## src/sv/hsfc_pkg.sv

```systemverilog
// ----------------------------------------------------------------------------
// hsfc_pkg
// Shared constants and conversion functions for the half/single converter.
// ----------------------------------------------------------------------------
`default_nettype none

package hsfc_pkg;

    localparam logic REQ_TO_HALF   = 1'b0;
    localparam logic REQ_TO_SINGLE = 1'b1;

    localparam logic [4:0]  H_EXP_MAX = 5'h1F;
    localparam logic [7:0]  S_EXP_MAX = 8'hFF;
    localparam logic [7:0]  BIAS_DIFF = 8'd112;

    // binary32 -> binary16, round to nearest even
    function automatic logic [15:0] to_half(input logic [31:0] x);
        logic        sgn;
        logic [7:0]  ef;
        logic [22:0] fr;
        logic [9:0]  pay;
        logic [10:0] hf;
        logic [5:0]  he;
        logic        rb;
        logic        st;
        logic [23:0] m;
        logic [4:0]  sh;
        logic [23:0] mant;
        logic [23:0] low_mask;
        logic [11:0] sub;
        logic [15:0] r;
        begin
            sgn = x[31];
            ef  = x[30:23];
            fr  = x[22:0];
            pay = fr[22:13];
            hf  = 11'd0;
            he  = 6'd0;
            rb  = 1'b0;
            st  = 1'b0;
            m   = {1'b1, fr};
            sh  = 5'd0;
            mant = 24'd0;
            low_mask = 24'd0;
            sub = 12'd0;
            if (ef == S_EXP_MAX)
            begin
                if (fr != 23'd0 && pay == 10'd0)
                    pay = 10'd1;
                r = {sgn, H_EXP_MAX, pay};
            end
            else if (ef > 8'd142)
            begin
                r = {sgn, H_EXP_MAX, 10'd0};
            end
            else if (ef >= 8'd113)
            begin
                he = 6'(ef - BIAS_DIFF);
                hf = {1'b0, fr[22:13]};
                rb = fr[12];
                st = fr[11:0] != 12'd0;
                if (rb && (st || hf[0]))
                    hf = hf + 11'd1;
                // carry out of fraction bumps the exponent (may give infinity)
                r = {sgn, 15'({he[4:0], 10'd0} + {4'd0, hf})};
            end
            else if (ef >= 8'd102)
            begin
                sh = 5'(8'd126 - ef);  // 14..24
                mant = m >> sh;
                rb = m[sh - 5'd1];
                low_mask = (24'd1 << (sh - 5'd1)) - 24'd1;
                st = (m & low_mask) != 24'd0;
                sub = {1'b0, mant[10:0]};
                if (rb && (st || mant[0]))
                    sub = sub + 12'd1;
                // a carry to 0x400 lands on the smallest normal
                r = {sgn, 4'd0, sub[10:0]};
            end
            else
            begin
                r = {sgn, 15'd0};
            end
            return r;
        end
    endfunction

    // binary16 -> binary32, exact
    function automatic logic [31:0] to_single(input logic [15:0] h);
        logic       sgn;
        logic [4:0] e;
        logic [9:0] fr;
        logic [3:0] lz;
        logic [9:0] nf;
        logic [31:0] r;
        begin
            sgn = h[15];
            e   = h[14:10];
            fr  = h[9:0];
            lz  = 4'd0;
            for (int i = 0; i < 10; i++)
                if (fr[i])
                    lz = 4'(9 - i);
            nf = fr << (lz + 4'd1);
            if (e == 5'd0)
            begin
                if (fr == 10'd0)
                    r = {sgn, 31'd0};
                else
                    r = {sgn, 8'(8'd113 - {4'd0, lz} - 8'd1), nf, 13'd0};
            end
            else if (e == H_EXP_MAX)
                r = {sgn, S_EXP_MAX, fr, 13'd0};
            else
                r = {sgn, 8'({3'd0, e} + BIAS_DIFF), fr, 13'd0};
            return r;
        end
    endfunction

endpackage

`default_nettype wire

```

## src/sv/hsfc_core.sv

```systemverilog
// ----------------------------------------------------------------------------
// hsfc_core
// Combinational conversion between the input and result registers.
// ----------------------------------------------------------------------------
`default_nettype none

module hsfc_core (
    input  wire logic        req_type,
    input  wire logic [31:0] in_bits,
    output logic      [31:0] out_bits
);

    always_comb
    begin
        if (req_type == hsfc_pkg::REQ_TO_HALF)
            out_bits = {16'd0, hsfc_pkg::to_half(in_bits)};
        else
            out_bits = hsfc_pkg::to_single(in_bits[15:0]);
    end

endmodule

`default_nettype wire

```

## src/sv/half_single_float_converter.sv

```systemverilog
// ----------------------------------------------------------------------------
// half_single_float_converter
// binary32 <-> binary16 converter, one transfer per cycle while the output is not stalled.
// ----------------------------------------------------------------------------
// channel | ports                                   | dir
// in      | in_valid, in_stall, req_type, in_bits   | into block
// out     | out_valid, out_stall, out_bits          | out of block
//
// Input register, then result register.
// Sustains one transfer per clock while out_stall is low; conversion is one short pass of logic.
// rst_n clears the valid flags only.
// A stall at the output backs up through both stages; in_stall is high only
// when both stages hold data and the output is stalled.
`default_nettype none

module half_single_float_converter (
    input  wire logic        clk,
    input  wire logic        rst_n,
    input  wire logic        in_valid,
    output logic             in_stall,
    input  wire logic        req_type,
    input  wire logic [31:0] in_bits,
    output logic             out_valid,
    input  wire logic        out_stall,
    output logic      [31:0] out_bits
);

    logic        a_valid_reg;
    logic        a_type_reg;
    logic [31:0] a_bits_reg;
    logic        r_valid_reg;
    logic [31:0] r_bits_reg;
    logic [31:0] conv;
    logic        r_load;
    logic        a_load;

    hsfc_core u_core (
        .req_type (a_type_reg),
        .in_bits  (a_bits_reg),
        .out_bits (conv)
    );

    assign r_load   = !r_valid_reg || !out_stall;
    assign a_load   = !a_valid_reg || r_load;
    assign in_stall = !a_load;

    always_ff @(posedge clk or negedge rst_n)
    begin
        if (!rst_n)
        begin
            a_valid_reg <= 1'b0;
            r_valid_reg <= 1'b0;
        end
        else
        begin
            if (a_load)
                a_valid_reg <= in_valid;
            if (r_load)
                r_valid_reg <= a_valid_reg;
        end
    end

    always_ff @(posedge clk)
    begin
        if (a_load && in_valid)
        begin
            a_type_reg <= req_type;
            a_bits_reg <= in_bits;
        end
        if (r_load && a_valid_reg)
            r_bits_reg <= conv;
    end

    assign out_valid = r_valid_reg;
    assign out_bits  = r_bits_reg;

endmodule

`default_nettype wire
```

## config.mk

```make
export PLATFORM = sky130hd
export DESIGN_NAME = half_single_float_converter
export DESIGN_NICKNAME = d
export VERILOG_FILES = /design/src/sv/hsfc_pkg.sv /design/src/sv/hsfc_core.sv /design/src/sv/half_single_float_converter.sv
export SDC_FILE = /design/constraint.sdc
export NUM_CORES = 1
export LEC_CHECK = 0
export BUFFER_PORTS_ARGS = -buffer_cell sky130_fd_sc_hd__buf_2
export CAP_MARGIN = 15
export CORE_MARGIN = 2
export CORE_UTILIZATION = 54
export CTS_CLUSTER_SIZE = 40
export DETAILED_ROUTE_END_ITERATION = 8
export PLACE_DENSITY = 0.77
export SYNTH_ARGS = -nofsm -noshare
export SYNTH_HDL_FRONTEND = slang
export SYNTH_SLANG_ARGS = --single-unit
export TNS_END_PERCENT = 10
```

## constraint.sdc

```tcl
create_clock -name clk -period 4.7 [get_ports clk]
set_input_delay 0.235 -clock clk [delete_from_list [all_inputs] [get_ports clk]]
set_output_delay 0.235 -clock clk [all_outputs]
set_load 0.1 [all_outputs]
```

# --- Word-level counts from Yosys, hierarchy flattened ---
# Index checks and enable logic that the tools add are counted.
totals:
  reg_bits: 67
  output_inout_bits: 34
classes:
  n_addsub: 11
  order_cmp: 4
  n_eq_ne: 2
  shift: 3
  muxes: 28
  n_bitwise: 1
  n_reduce_logical: 19
ops:
  columns: ["op", "n"]
  rows:
  - ["$mux 31", 3]
  - ["$mux 11", 7]
  - ["$mux 15", 3]
  - ["$mux 4", 11]
  - ["$and 24x24->24", 1]
  - ["$reduce_bool 24->1", 1]
  - ["$shl 1x5->24 const A", 1]
  - ["$shr 24x5->11", 1]
  - ["$sub 24x1->24 const B", 1]
  - ["$reduce_bool 23->1", 1]
  - ["$logic_not 10->1", 2]
  - ["$ge 8x7->1 const B", 2]
  - ["$mux 16", 1]
  - ["$add 15x11->15", 1]
  - ["$reduce_bool 12->1", 1]
  - ["$add 10x1->11 const B", 1]
  - ["$add 11x1->11 const B", 1]
  - ["$mux 10", 1]
  - ["$shl 10x4->10", 1]
  - ["$add 5x7->8 const B", 1]
  - ["$eq 8x8->1 const B", 1]
  - ["$gt 8x8->1 const B", 1]
  - ["$sub 7x4->8 const A", 1]
  - ["$sub 8x1->8 const B", 1]
  - ["12 further kinds", 22]

# --- Longest topological paths before layout ---
# Gate-level depths: netlist of run 1.
depth:
  ltp_word: 16
  mapped_depth: 19
  depth_no_buf: 17

# --- By module ---
# A second synthesis of run 1 with hierarchy kept.
hier_totals:
  hier_cells: 671
  hier_area_um2: 6309.8
by_module_without_submodules:
  columns: ["mod", "n_inst", "cells_per_inst", "area_per_inst_um2", "seq_area_each_um2"]
  rows:
  - ["hsfc_core", 1, 598, 4265.3, 0.0]
  - ["half_single_float_converter", 1, 73, 2044.5, 2001.9]

# --- Least setup slack after synthesis of run 1 ---
# OpenSTA, ideal clock, no wires.
synth_path:
  path_type: "register -> register"
  start: "reg a_bits_reg[23]"
  end: "reg r_bits_reg[8], in the netlist out_bits[8] (data pin)"
  setup_ns: 0.261
  arrival_ns: 4.283
  setup_slack_ns: 0.157
  path_stages_with_launch: 19
  n_path_buf: 3
  period_less_slack_ns: 4.543
  path_cell_list: "edfxtp_1 -> buf_2 -> inv_1 -> buf_1 -> ha_1 -> and4bb_1 -> o31ai_4 -> nand2_4 -> nor3_1 -> nand2_1 -> ha_1 -> clkbuf_1 -> o31ai_1 -> a31oi_1 -> o21ai_0 -> nand4_1 -> nor4_4 -> a211oi_2 -> a221o_1"
synth_between:
  elab_chain_len: 14
synth_rtl:
  columns: ["element", "line_no", "source"]
  rows:
  - ["start, declared", "half_single_float_converter.sv:30", "logic [31:0] a_bits_reg;"]
  - ["start signal, assigned", "half_single_float_converter.sv:68", "a_bits_reg <= in_bits;"]
  - ["$sub 5x5->5", "hsfc_pkg.sv:69", "sh = 5'(8'd126 - ef);"]
  - ["$sub 5x1->5", "hsfc_pkg.sv:71, hsfc_pkg.sv:72", null]
  - ["$shl 1x5->24", "hsfc_pkg.sv:72", "low_mask = (24'd1 << (sh - 5'd1)) - 24'd1;"]
  - ["$sub 24x1->24", "hsfc_pkg.sv:72", null]
  - ["$and 24x24->24", "hsfc_pkg.sv:73", "st = (m & low_mask) != 24'd0;"]
  - ["$reduce_bool 24->1", "hsfc_pkg.sv:73", null]
  - ["$logic_or 1x1->1", "hsfc_pkg.sv:75", "if (rb && (st || mant[0]))"]
  - ["$logic_and 1x1->1", "hsfc_pkg.sv:75", null]
  - ["$mux 11", "hsfc_pkg.sv:75", null]
  - ["$mux 11", "hsfc_pkg.sv:67", "else if (ef >= 8'd102)"]
  - ["$mux 15", "hsfc_pkg.sv:56", "else if (ef >= 8'd113)"]
  - ["$mux 15", "hsfc_pkg.sv:52", "else if (ef > 8'd142)"]
  - ["$mux 15 (*)", "hsfc_pkg.sv:46", "if (ef == S_EXP_MAX)"]
  - ["$mux 16 (*)", "hsfc_core.sv:15", "if (req_type == hsfc_pkg::REQ_TO_HALF)"]
  - ["end signal, assigned", "half_single_float_converter.sv:71", "r_bits_reg <= conv;"]
  - ["end, declared", "half_single_float_converter.sv:32", "logic [31:0] r_bits_reg;"]
# Mark *: on every way between the ends. The rest lies on a longest branch, timed or not. The select of a mux whose other input is x is not followed.
# A chain may end at the register's enable or synchronous reset.

# --- Worst setup path in the final report of run 1 ---
layout_path:
  start: "reg a_bits_reg[24]"
  end: "reg r_bits_reg[4], in the netlist out_bits[4] (data pin)"
# The elaborated chain is that of the path after synthesis.

==> results of run 1 <==
## cell type report
class	instances	share of cell area, %
Multi-Input combinational cell	541	55.9
Sequential cell	66	29.1
Timing Repair Buffer	96	8.08
Tap cell	140	2.58
Clock buffer	9	1.83
Clock inverter	7	1.38
Inverter	21	1.16
## routing by layer
metal  track usage (%)  up-vias  wire, um
met5                 0        -         0
met4              17.9        0       906
met3              7.29       69      1910
met2              49.9      400      8840
met1              41.5     2761      7390
li1                  -     2686         -
## through the flow
step	instance area, um2	cells	setup WS (ns)	hold slack, ns	power, mW
after floorplan	6080	680	0.157	-0.0606	1.42
after global placement	6540	862	0.302	0.0210	1.61
after detailed placement	6540	862	0.197	0.0211	1.61
after CTS	6770	879	0.196	0.0212	2.14
after global routing	6780	880	0.0213	0.0143	2.25
final	6780	880	0.281	0.0274	2.17
## critical path, delay by kind of cell (launching register included)
family                   cells  cell delay (ns)
buffers and inverters        2             0.33
flip-flops                   1             0.54
AO/OA/AOI/OAI                6             1.48
AND/OR/NAND/NOR              6             1.09
adder cells (fa/ha/maj)      2             0.71
## Yosys cell counts (all sizes together), types with 3 or more instances
library cell / instances
o22ai: 13
buf: 18
a31o: 4
and3: 22
nor4: 6
nand2: 71
a221oi: 3
a211oi: 8
o2111ai: 3
nor3: 13
clkbuf: 34
a21o: 4
nor2: 53
nand4: 10
mux2i: 30
nand2b: 8
xnor2: 12
o22a: 3
a31oi: 10
or3: 4
mux2: 14
and2: 11
o21a: 3
a21oi: 48
a21boi: 4
and4: 3
o21ai: 57
a22oi: 6
ha: 16
nand3: 26
o31ai: 6
edfxtp: 64
mux4: 9
xor2: 7
o211ai: 5
nor2b: 8
inv: 21
## how the worst min path moves through the flow
stage                 from              to  cells after the start
2_1_floorplan        rst_n     a_valid_reg                      0
3_5_place_dp         rst_n     a_valid_reg                      1
6_report       in_bits[14]  a_bits_reg[14]                      1
3_3_place_gp         rst_n     a_valid_reg                      1
4_1_cts        in_bits[11]  a_bits_reg[11]                      1
5_1_grt        in_bits[26]  a_bits_reg[26]                      1
## kinds of logic (layout without fill, tap and decap cells)
logic type      count (synthesis)  after routing  share of synthesized area, %
compound gates                203            203                          22.8
xor+xnor                       20             20                          4.00
fa+ha+maj                      17             17                          3.46
buf+inv                        73            133                          5.27
flops                          66             66                          32.5
mux                            53             53                          11.0
simple gates                  248            248                          21.0
## power by group through the flow
stage               sequential (mW)  clock, mW  combinational [mW]
global placement              0.764          0               0.841
global route                  0.760      0.572               0.920
floorplan                     0.912          0               0.506
finish                        0.756      0.545               0.865
detailed placement            0.766          0               0.844
CTS                           0.754      0.543               0.848
## repair_timing
action	CTS	global route
hold endpoints to repair	2	0
gates resized for setup	0	1
hold buffers	1	0
setup endpoints to repair	0	7
setup buffers	0	1
==> impl_table.tex, run 1 <==
\begin{tabular}{lr}
\hline
Metric & Value \\
\hline
\multicolumn{2}{l}{\textbf{CTS}} \\
\quad TritonCTS buffer count & 9 \\
\quad Source-to-sink clock delay at the later pin of the worst-skew pair & 0.38 ns \\
\quad Worst-case clock buffer depth & 2 \\
\quad Clock net sink count & 66 \\
\quad H-tree Lvls & 3 \\
\quad CTS root buffer & sky130\_fd\_sc\_hd\_\_clkbuf\_8 \\
\quad Clock tree from TritonCTS & yes \\
\quad CTS clk-pin slew, worst paths & 0.09 ns \\
\multicolumn{2}{l}{\textbf{Routing}} \\
\quad Drt first pass iters & 6 \\
\quad Post-route DRC violation count & 0 \\
\quad Routed WL per cell & 21.7 um \\
\quad Avg Vias per Cell & 6.72 \\
\quad Antenna violation net count after detailed routing & 0 \\
\quad Iteration-0 DRC count of the detailed router & 540 \\
\quad Total via count after detailed routing & 5916 \\
\quad Final wirelength & 19.1 mm \\
\multicolumn{2}{l}{\textbf{Setup path}} \\
\quad Most frequent CP cell & sky130\_fd\_sc\_hd\_\_ha\_1 \\
\quad Critical Setup Path Class & flop to flop \\
\quad Crit path max-delay cell type & sky130\_fd\_sc\_hd\_\_edfxtp\_1 \\
\quad Cell Chain, Critical Path & inv\_1 -> ha\_1 -> and4bb\_1 -> or4\_4 -> nand2\_4 -> nor3\_2 -> nand3\_1 -> ha\_1 -> o31ai\_1 -> o32a\_1 -> o22ai\_2 -> nor4\_4 -> buf\_4 -> a21oi\_1 -> a21o\_1 -> o211ai\_1 \\
\quad Startpoint Class & flop \\
\quad Source of the critical timing path & a\_bits\_reg[24] \\
\quad Endpoint class of the critical path & flop \\
\quad Worst setup path endpoint & out\_bits[4] \\
\quad R2R Setup Slk & 0.28 ns \\
\quad Worst-path maximum fanout & 10 \\
\quad Largest incremental delay on the critical path & 0.54 ns \\
\quad Critical register-to-register path endpoint & out\_bits[4] \\
\quad RR Startpoint & a\_bits\_reg[24] \\
\quad Req. time, crit path & 4.82 ns \\
\quad Data arrival at the endpoint of the critical path & 4.54 ns \\
\quad Worst R2R Path Depth & 16 \\
\multicolumn{2}{l}{\textbf{Hold path}} \\
\quad Path type of the worst min-delay path & primary input to flop \\
\multicolumn{2}{l}{\textbf{Logic synthesis}} \\
\quad Post-Syn Area & 6080 um2 \\
\quad Share of synthesized flip-flops with an asynchronous set or reset & 3.03\% \\
\quad Library cell occupying the most area in the post-synthesis netlist & sky130\_fd\_sc\_hd\_\_edfxtp\_1 \\
\quad Most area-consuming cells after synthesis & sky130\_fd\_sc\_hd\_\_edfxtp\_1, sky130\_fd\_sc\_hd\_\_mux2i\_1, sky130\_fd\_sc\_hd\_\_o21ai\_0 \\
\quad Synth top area share & 31.6\% \\
\quad Number of distinct library cell variants in the gate-level netlist after synthesis & 93 \\
\quad Fraction of the yosys area taken by sequential cells & 32.5\% \\
\quad Number of enable flip-flop cells after synthesis & 64 \\
\quad Synthesized instance count & 680 \\
\quad Most frequently used flop master after synthesis & sky130\_fd\_sc\_hd\_\_edfxtp\_1 \\
\quad Synthesized area per cell & 8.94 um2 \\
\quad Post-synthesis net count & 733 \\
\quad Yosys warns & 0 \\
\quad Number of synthesized register bits & 66 \\
\multicolumn{2}{l}{\textbf{STA}} \\
\quad Hold violation total from the final report & 0 \\
\quad Relative slew slack & 36.5\% \\
\quad Minimum clock period & 4.42 ns \\
\quad Unrepaired setup endpoints after global routing & no \\
\quad Max-slew violation count & 0 \\
\quad Transition time at the pin with the least slew margin & 0.946 ns \\
\quad Upper clock frequency limit & 0.226 GHz \\
\quad Sum of negative setup slack & 0 ns \\
\quad Part of the cycle the worst path needs & 94.0\% \\
\quad Setup Viol. Count Final & 0 \\
\quad Worst Clk Skew & 0.0165 ns \\
\multicolumn{2}{l}{\textbf{Pwr}} \\
\quad Leak Pwr & 2.71 nW \\
\quad Share of total power consumed by net switching & 41.0\% \\
\quad PD cells & 319 nW/um2 \\
\quad Part of the total power dissipated in the clock network & 25.2\% \\
\quad Power share of the combinational group & 39.9\% \\
\quad Worst supply voltage drop on vdd & 202 uV \\
\quad Int Pwr & 1.28 mW \\
\quad Net Sw Power & 889 uW \\
\quad Seq pwr share & 34.9\% \\
\multicolumn{2}{l}{\textbf{Global routing}} \\
\quad Overflow after GRT & 0 \\
\quad Combined global-route utilization of all metal layers & 32.2\% \\
\quad Pin count of the biggest net entering global routing & 37 \\
\quad First-pass GRT wire length & 29.3 mm \\
\quad Number of antenna violations at the first check in global routing & 0 \\
\quad Via count of the first global-routing pass & 5618 \\
\multicolumn{2}{l}{\textbf{Cells and area}} \\
\quad Largest register FFs & 32 \\
\quad Top library cells by usage in the layout, fill and taps aside & sky130\_fd\_sc\_hd\_\_nand2\_1, sky130\_fd\_sc\_hd\_\_buf\_2, sky130\_fd\_sc\_hd\_\_edfxtp\_1, sky130\_fd\_sc\_hd\_\_o21ai\_0, sky130\_fd\_sc\_hd\_\_nor2\_1 \\
\quad Layout Area Growth over Synthesis & 11.7\% \\
\quad Fraction of final layout cells with drive strength greater than 1 & 22.0\% \\
\quad Final core utilization & 62.3\% \\
\quad Footprint of the multi-input gates & 3790 um2 \\
\quad Nets@finish & 788 \\
\quad Antenna diode instance count & 0 \\
\quad Total of fill cells in the finished design & 938 \\
\quad FF+latch area & 1970 um2 \\
\multicolumn{2}{l}{\textbf{Placement}} \\
\quad Final RePlAce weighted congestion & 0.963 \\
\quad Input/output buffers & 70 \\
\quad Hpwl dp & 13.7 mm \\
\multicolumn{2}{l}{\textbf{Die}} \\
\quad Placeable core area & 10900 um2 \\
\quad Ports & 71 \\
\quad Number of core rows & 38 \\
\quad Overall die area & 12100 um2 \\
\quad DIE HEIGHT & 110 um \\
\quad Initial cell density of the core & 55.8\% \\
\quad Die Wd & 110 um \\
\multicolumn{2}{l}{\textbf{Run status}} \\
\quad Outcome & finished, final reports clean \\
\multicolumn{2}{l}{\textbf{Run}} \\
\quad Max Cap Violations & 0 \\
\hline
\end{tabular}
(Power assumes the default switching activity.)
==> run 2, diff against run 1 <==
- REMOVE_ABC_BUFFERS: default -> 1
==> run 2 against run 1 <==
Non-clock buffer count down 2. Critical path type unchanged. Setup slack better by 0.11 ns. Clock skew down 0.0043 ns.
==> impl_table.tex, run 2 (synthesis results as in run 1) <==
\begin{tabular}{lr}
\hline
Metric & Value \\
\hline
\multicolumn{2}{l}{\textbf{Run status}} \\
\quad Outcome & finished, final reports clean \\
\multicolumn{2}{l}{\textbf{Pwr}} \\
\quad Worst supply voltage drop on vdd & 232 uV (+15\%) \\
\quad PD cells & 320 nW/um2 (+0.12\%) \\
\quad Leak Pwr & 2.70 nW (-0.24\%) \\
\quad Total power & 2.16 mW (about the same) \\
\multicolumn{2}{l}{\textbf{CTS}} \\
\quad Source-to-sink clock delay at the later pin of the worst-skew pair & 0.38 ns (about the same) \\
\quad Post-CTS sizing & 0 (unchanged) \\
\quad Clock net sink count & 66 (unchanged) \\
\quad Clock tree from TritonCTS & yes \\
\quad Number of hold buffers added after CTS & 1 (unchanged) \\
\quad Post-CTS Setup Bufs & 0 (unchanged) \\
\quad H-tree Lvls & 3 (unchanged) \\
\quad Worst-case clock buffer depth & 2 (unchanged) \\
\quad TritonCTS buffer count & 9 (unchanged) \\
\quad CTS root buffer & sky130\_fd\_sc\_hd\_\_clkbuf\_8 \\
\quad CTS clk-pin slew, worst paths & 0.08 ns (about the same) \\
\multicolumn{2}{l}{\textbf{Routing}} \\
\quad Iteration-0 DRC count of the detailed router & 599 (+11\%) \\
\quad Drt first pass iters & 6 (unchanged) \\
\quad Avg Vias per Cell & 6.75 (+0.43\%) \\
\quad Post-route DRC violation count & 0 (unchanged) \\
\quad Antenna violation net count after detailed routing & 0 (unchanged) \\
\quad Final wirelength & 19.3 mm (+1.5\%) \\
\quad Routed WL per cell & 22.0 um (+1.7\%) \\
\quad Total via count after detailed routing & 5928 (+0.20\%) \\
\multicolumn{2}{l}{\textbf{Cells and area}} \\
\quad Layout Area Growth over Synthesis & 11.4\% \\
\quad Antenna diode instance count & 0 (unchanged) \\
\quad FF+latch area & 1970 um2 (unchanged) \\
\quad Top library cells by usage in the layout, fill and taps aside & sky130\_fd\_sc\_hd\_\_nand2\_1, sky130\_fd\_sc\_hd\_\_buf\_2, sky130\_fd\_sc\_hd\_\_edfxtp\_1, sky130\_fd\_sc\_hd\_\_o21ai\_0, sky130\_fd\_sc\_hd\_\_nor2\_1 \\
\quad Final core utilization & 62.2\% (-0.11 points) \\
\quad Fraction of final layout cells with drive strength greater than 1 & 21.7\% (-0.35 points) \\
\quad Largest register FFs & 32 (unchanged) \\
\quad Footprint of the multi-input gates & 3790 um2 (about the same) \\
\quad Total of fill cells in the finished design & 930 (-0.85\%) \\
\quad Nets@finish & 786 (-0.25\%) \\
\multicolumn{2}{l}{\textbf{Placement}} \\
\quad Worst setup slack after placement & 0.466 ns (+0.269 ns) \\
\quad Final RePlAce weighted congestion & 0.981 (+1.9\%) \\
\quad Input/output buffers & 70 (unchanged) \\
\quad Hpwl dp & 13.9 mm (+1.3\%) \\
\multicolumn{2}{l}{\textbf{Global routing}} \\
\quad Combined global-route utilization of all metal layers & 32.7\% (+0.44 points) \\
\quad Via count of the first global-routing pass & 5552 (-1.2\%) \\
\quad Number of antenna violations at the first check in global routing & 0 (unchanged) \\
\quad Overflow after GRT & 0 (unchanged) \\
\quad First-pass GRT wire length & 29.6 mm (+0.85\%) \\
\quad Pin count of the biggest net entering global routing & 38 (+2.7\%) \\
\multicolumn{2}{l}{\textbf{Die}} \\
\quad Placeable core area & 10900 um2 (unchanged) \\
\quad Ports & 71 (unchanged) \\
\quad Die Wd & 110 um (unchanged) \\
\quad DIE HEIGHT & 110 um (unchanged) \\
\quad Initial cell density of the core & 55.8\% (unchanged) \\
\quad Overall die area & 12100 um2 (unchanged) \\
\quad Number of core rows & 38 (unchanged) \\
\multicolumn{2}{l}{\textbf{Setup path}} \\
\quad Endpoint class of the critical path & flop \\
\quad Crit path max-delay cell type & sky130\_fd\_sc\_hd\_\_nor4\_4 \\
\quad Data arrival at the endpoint of the critical path & 4.43 ns (-0.11 ns) \\
\quad Startpoint Class & flop \\
\quad Worst-path maximum fanout & 37 (+27) \\
\quad Number of stages on the worst setup path & 14 (-2) \\
\quad Cell Chain, Critical Path & inv\_1 -> ha\_1 -> buf\_4 -> mux2\_1 -> mux4\_2 -> and3\_4 -> a31oi\_4 -> o31ai\_2 -> nor4\_2 -> nand4\_1 -> nor4\_4 -> a21oi\_1 -> nand2\_1 -> o211ai\_1 \\
\quad Largest incremental delay on the critical path & 0.56 ns (+0.02 ns) \\
\quad Critical Setup Path Class & flop to flop \\
\quad Critical path buffers and inverters & 2 (unchanged) \\
\quad Cell family with most CP delay & simple AND/OR/NAND/NOR gates \\
\quad Worst R2R Path Depth & 14 (-2) \\
\quad Req. time, crit path & 4.82 ns (about the same) \\
\multicolumn{2}{l}{\textbf{STA}} \\
\quad Max-slew violation count & 0 (unchanged) \\
\quad Crit path setup slack, layout & 0.393 ns (+0.112 ns) \\
\quad Minimum clock period & 4.31 ns (-0.112 ns) \\
\quad Unrepaired setup endpoints after global routing & no \\
\quad Worst Clk Skew & 0.0122 ns (-0.00429 ns) \\
\quad Hold violation total from the final report & 0 (unchanged) \\
\quad Upper clock frequency limit & 0.232 GHz (+2.6\%) \\
\quad Transition time at the pin with the least slew margin & 1.08 ns (+0.136 ns) \\
\quad Setup Viol. Count Final & 0 (unchanged) \\
\quad Part of the cycle the worst path needs & 91.6\% (-2.4 points) \\
\quad Relative slew slack & 27.7\% (-8.8 points) \\
\multicolumn{2}{l}{\textbf{Hold path}} \\
\quad Cells on Worst Hold Path & 1 (unchanged) \\
\quad Path type of the worst min-delay path & primary input to flop \\
\multicolumn{2}{l}{\textbf{Run}} \\
\quad Max Cap Violations & 0 (unchanged) \\
\hline
\end{tabular}
run 2: worst paths after layout:
check | start | end | slack [ns]
worst min-delay path | in_bits[20] | a_bits_reg[20] | 0.03
worst min register to register | a_valid_reg | out_valid | 0.50
max in group asynchronous | rst_n | a_valid_reg | 4.41
worst max register to register | a_bits_reg[23] | out_bits[4] | 0.39
min in group asynchronous | rst_n | out_valid | 0.20
worst max-delay path | a_bits_reg[23] | out_bits[4] | 0.39
run 2: per-layer routing:
layer / wire, um / global-route usage [%] / up-vias
met5: 0 / 0 / -
met4: 952 / 20.5 / 0
met3: 1750 / 7.35 / 76
met2: 8920 / 50.9 / 371
met1: 7720 / 40.9 / 2798
li1: - / - / 2683
run 2: area by class of cell:
cell class / instances / share of cell area [%]
Sequential cell: 66 / 29.1
Timing Repair Buffer: 94 / 7.87
Clock buffer: 9 / 1.83
Inverter: 21 / 1.16
Multi-Input combinational cell: 541 / 56.0
Clock inverter: 7 / 1.39
Tap cell: 140 / 2.59
run 2: through the flow:
step	hold slack (ns)	instance area (um2)	setup TNS [ns]	cells
final	0.0312	6770	0	878
after global routing	0.0229	6770	0	878
after CTS	0.0265	6770	0	878
after detailed placement	0.0218	6540	0	861
after global placement	0.0203	6540	0	861
after floorplan	-0.0606	5830	-5.33	628
run 2: report_power, final:
| group | internal, mW | switching, mW |
|---|---|---|
| Clock | 0.297 | 0.251 |
| Sequential | 0.702 | 0.0542 |
| Combinational | 0.276 | 0.584 |
==> run 3, diff against run 2 <==
- PLACE_DENSITY: 0.77 -> 0.74
- clock period: 4.7 -> 5.3 ns (I/O delays scaled with it)
==> run 3 against run 2 <==
The flow now finishes with violations (DRC). Clock-buffer cell count is 4 higher. Power is 15% lower. Global-route usage is 0.96 points lower. Sequential power is 11% lower. Routed wire length is 3.3% lower. Via count is 1.6% lower. Setup slack better by 0.15 ns. Hold slack better by 0.038 ns. Register-to-register slack better by 0.15 ns. Cell area is 1.7% lower. Critical path type unchanged.
==> impl_table.tex, run 3 (synthesis results as in run 1) <==
\begin{tabular}{lr}
\hline
Metric & Value \\
\hline
\multicolumn{2}{l}{\textbf{Run status}} \\
\quad Outcome & finished, violations left \\
\quad Failing checks & DRC \\
\multicolumn{2}{l}{\textbf{Global routing}} \\
\quad Pin count of the biggest net entering global routing & 38 (unchanged) \\
\quad Via count of the first global-routing pass & 5484 (-1.2\%) \\
\quad Number of antenna violations at the first check in global routing & 0 (unchanged) \\
\quad Combined global-route utilization of all metal layers & 31.7\% (-0.96 points) \\
\quad Overflow after GRT & 0 (unchanged) \\
\quad First-pass GRT wire length & 29.0 mm (-1.9\%) \\
\multicolumn{2}{l}{\textbf{STA}} \\
\quad Crit path setup slack, layout & 0.545 ns (+0.152 ns) \\
\quad Relative slew slack & 28.6\% (+0.90 points) \\
\quad Hold violation total from the final report & 0 (unchanged) \\
\quad Part of the cycle the worst path needs & 89.7\% (-1.9 points) \\
\quad Transition time at the pin with the least slew margin & 1.07 ns (-0.0135 ns) \\
\quad Worst-case hold slack & 0.0691 ns (+0.0379 ns) \\
\quad Minimum clock period & 4.76 ns (+0.448 ns) \\
\quad Setup Viol. Count Final & 0 (unchanged) \\
\quad Unrepaired setup endpoints after global routing & no \\
\quad Upper clock frequency limit & 0.210 GHz (-9.4\%) \\
\quad Max-slew violation count & 0 (unchanged) \\
\quad Worst Clk Skew & 0.0127 ns (+0.000472 ns) \\
\multicolumn{2}{l}{\textbf{Setup path}} \\
\quad Req. time, crit path & 5.41 ns (+0.59 ns) \\
\quad Worst R2R Path Depth & 15 (+1) \\
\quad Endpoint class of the critical path & flop \\
\quad Startpoint Class & flop \\
\quad Critical Setup Path Class & flop to flop \\
\quad Data arrival at the endpoint of the critical path & 4.86 ns (+0.43 ns) \\
\quad Worst-path maximum fanout & 14 (-62\%) \\
\multicolumn{2}{l}{\textbf{Pwr}} \\
\quad Worst supply voltage drop on vdd & 175 uV (-24\%) \\
\quad Int Pwr & 1.08 mW (-16\%) \\
\quad Seq pwr share & 36.6\% (+1.6 points) \\
\quad Power share of the combinational group & 41.0\% (+1.3 points) \\
\quad Part of the total power dissipated in the clock network & 22.4\% (-2.9 points) \\
\quad PD cells & 276 nW/um2 (-14\%) \\
\quad Leak Pwr & 2.64 nW (-2.4\%) \\
\quad Share of total power consumed by net switching & 41.3\% (+0.24 points) \\
\quad Net Sw Power & 758 uW (-15\%) \\
\multicolumn{2}{l}{\textbf{Routing}} \\
\quad Avg Vias per Cell & 6.72 (-0.50\%) \\
\quad Antenna violation net count after detailed routing & 0 (unchanged) \\
\quad Routed WL per cell & 21.5 um (-2.2\%) \\
\quad Drt first pass iters & 8 (+2) \\
\quad Post-route DRC violation count & 1 (+1) \\
\quad Final wirelength & 18.7 mm (-3.3\%) \\
\quad Iteration-0 DRC count of the detailed router & 660 (+10\%) \\
\quad Total via count after detailed routing & 5831 (-1.6\%) \\
\multicolumn{2}{l}{\textbf{Cells and area}} \\
\quad Total of fill cells in the finished design & 966 (+3.9\%) \\
\quad Final core utilization & 61.1\% (-1.0 points) \\
\quad Nets@finish & 776 (-1.3\%) \\
\quad Fraction of final layout cells with drive strength greater than 1 & 20.2\% (-1.5 points) \\
\quad Layout Area Growth over Synthesis & 9.58\% \\
\quad Largest register FFs & 32 (unchanged) \\
\quad Antenna diode instance count & 0 (unchanged) \\
\quad Top library cells by usage in the layout, fill and taps aside & sky130\_fd\_sc\_hd\_\_nand2\_1, sky130\_fd\_sc\_hd\_\_buf\_2, sky130\_fd\_sc\_hd\_\_edfxtp\_1, sky130\_fd\_sc\_hd\_\_o21ai\_0, sky130\_fd\_sc\_hd\_\_nor2\_1 \\
\multicolumn{2}{l}{\textbf{Die}} \\
\quad Die Wd & 110 um (unchanged) \\
\quad Placeable core area & 10900 um2 (unchanged) \\
\quad Number of core rows & 38 (unchanged) \\
\quad DIE HEIGHT & 110 um (unchanged) \\
\quad Ports & 71 (unchanged) \\
\quad Initial cell density of the core & 55.8\% (unchanged) \\
\quad Overall die area & 12100 um2 (unchanged) \\
\multicolumn{2}{l}{\textbf{Placement}} \\
\quad Worst setup slack after placement & 0.588 ns (+0.122 ns) \\
\quad Input/output buffers & 70 (unchanged) \\
\quad Hpwl dp & 13.7 mm (-1.9\%) \\
\quad Final RePlAce weighted congestion & 1.01 (+3.4\%) \\
\multicolumn{2}{l}{\textbf{CTS}} \\
\quad Worst-case clock buffer depth & 2 (unchanged) \\
\quad Clock tree from TritonCTS & yes \\
\quad CTS clk-pin slew, worst paths & 0.08 ns (about the same) \\
\quad Source-to-sink clock delay at the later pin of the worst-skew pair & 0.37 ns (about the same) \\
\quad TritonCTS buffer count & 9 (unchanged) \\
\quad CTS root buffer & sky130\_fd\_sc\_hd\_\_clkbuf\_8 \\
\quad Post-CTS sizing & 0 (unchanged) \\
\quad H-tree Lvls & 3 (unchanged) \\
\quad Clock net sink count & 66 (unchanged) \\
\multicolumn{2}{l}{\textbf{Hold path}} \\
\quad Path type of the worst min-delay path & primary input to flop \\
\quad Cells on Worst Hold Path & 1 (unchanged) \\
\multicolumn{2}{l}{\textbf{Run}} \\
\quad Max Cap Violations & 0 (unchanged) \\
\hline
\end{tabular}
run 3: worst paths after layout:
kind / from / endpoint / slack, ns
hold / removal: in_bits[31] / a_bits_reg[31] / 0.07
hold reg to reg: a_valid_reg / out_valid / 0.50
min in group asynchronous: rst_n / a_valid_reg / 0.21
max in group asynchronous: rst_n / out_valid / 4.99
setup / recovery: a_bits_reg[24] / out_bits[2] / 0.54
setup reg to reg: a_bits_reg[24] / out_bits[2] / 0.54
run 3: layer usage:
metal / up-vias / track usage (%) / wire length [um] / part of all wire [%]
met1: 2772 / 41.4 / 7690 / 41
met3: 49 / 7.00 / 1620 / 8.7
met5: - / 0 / 0 / 0
met2: 352 / 49.3 / 8670 / 46
li1: 2658 / - / - / -
met4: 0 / 16.2 / 712 / 3.8
run 3: repair_timing:
| action | CTS | global route |
|---|---|---|
| hold buffers | 1 | 0 |
| endpoints found under the hold margin | 2 | 0 |
| setup buffers | 0 | 0 |
run 3: area by class of cell:
| class | instances | area (um2) | area share, % |
|---|---|---|---|
| clock inverter | 3 | 40.0 | 0.601 |
| timing repair buffer | 84 | 458 | 6.88 |
| clock buffer | 13 | 139 | 2.09 |
| tap | 140 | 175 | 2.63 |
| sequential | 66 | 1970 | 29.6 |
| inverter | 21 | 78.8 | 1.18 |
| multi-input combinational | 541 | 3790 | 57.0 |
run 3: critical path, cell delays in order, from the launching register on:
cell and delay, ns:
sky130_fd_sc_hd__edfxtp_1 0.53, sky130_fd_sc_hd__ha_1 0.46, sky130_fd_sc_hd__and4bb_1 0.32, sky130_fd_sc_hd__or4_4 0.52, sky130_fd_sc_hd__nand2_4 0.15, sky130_fd_sc_hd__nor3_1 0.11, sky130_fd_sc_hd__nand2_1 0.11, sky130_fd_sc_hd__ha_1 0.48
sky130_fd_sc_hd__nand2_1 0.20, sky130_fd_sc_hd__and3_1 0.23, sky130_fd_sc_hd__o211ai_1 0.18, sky130_fd_sc_hd__nand4_1 0.16, sky130_fd_sc_hd__nor4_4 0.55, sky130_fd_sc_hd__a21oi_1 0.18, sky130_fd_sc_hd__xnor2_1 0.21, sky130_fd_sc_hd__o32ai_1 0.13
run 3: power by group through the flow:
stage / registers, mW / clock network, mW / logic [mW]
2_1_floorplan: 0.833 / 0 / 0.404
3_3_place_gp: 0.679 / 0 / 0.730
3_5_place_dp: 0.680 / 0 / 0.737
4_1_cts: 0.669 / 0.419 / 0.740
5_1_grt: 0.676 / 0.441 / 0.803
6_report: 0.671 / 0.411 / 0.752
run 3: metrics by stage:
stage / cell area, um2 / total power, mW / TNS [ns] / cells
floorplan: 5830 / 1.24 / -0.867 / 628
global placement: 6470 / 1.41 / 0 / 851
detailed placement: 6470 / 1.42 / 0 / 851
CTS: 6660 / 1.83 / 0 / 868
global route: 6660 / 1.92 / 0 / 868
finish: 6660 / 1.83 / 0 / 868
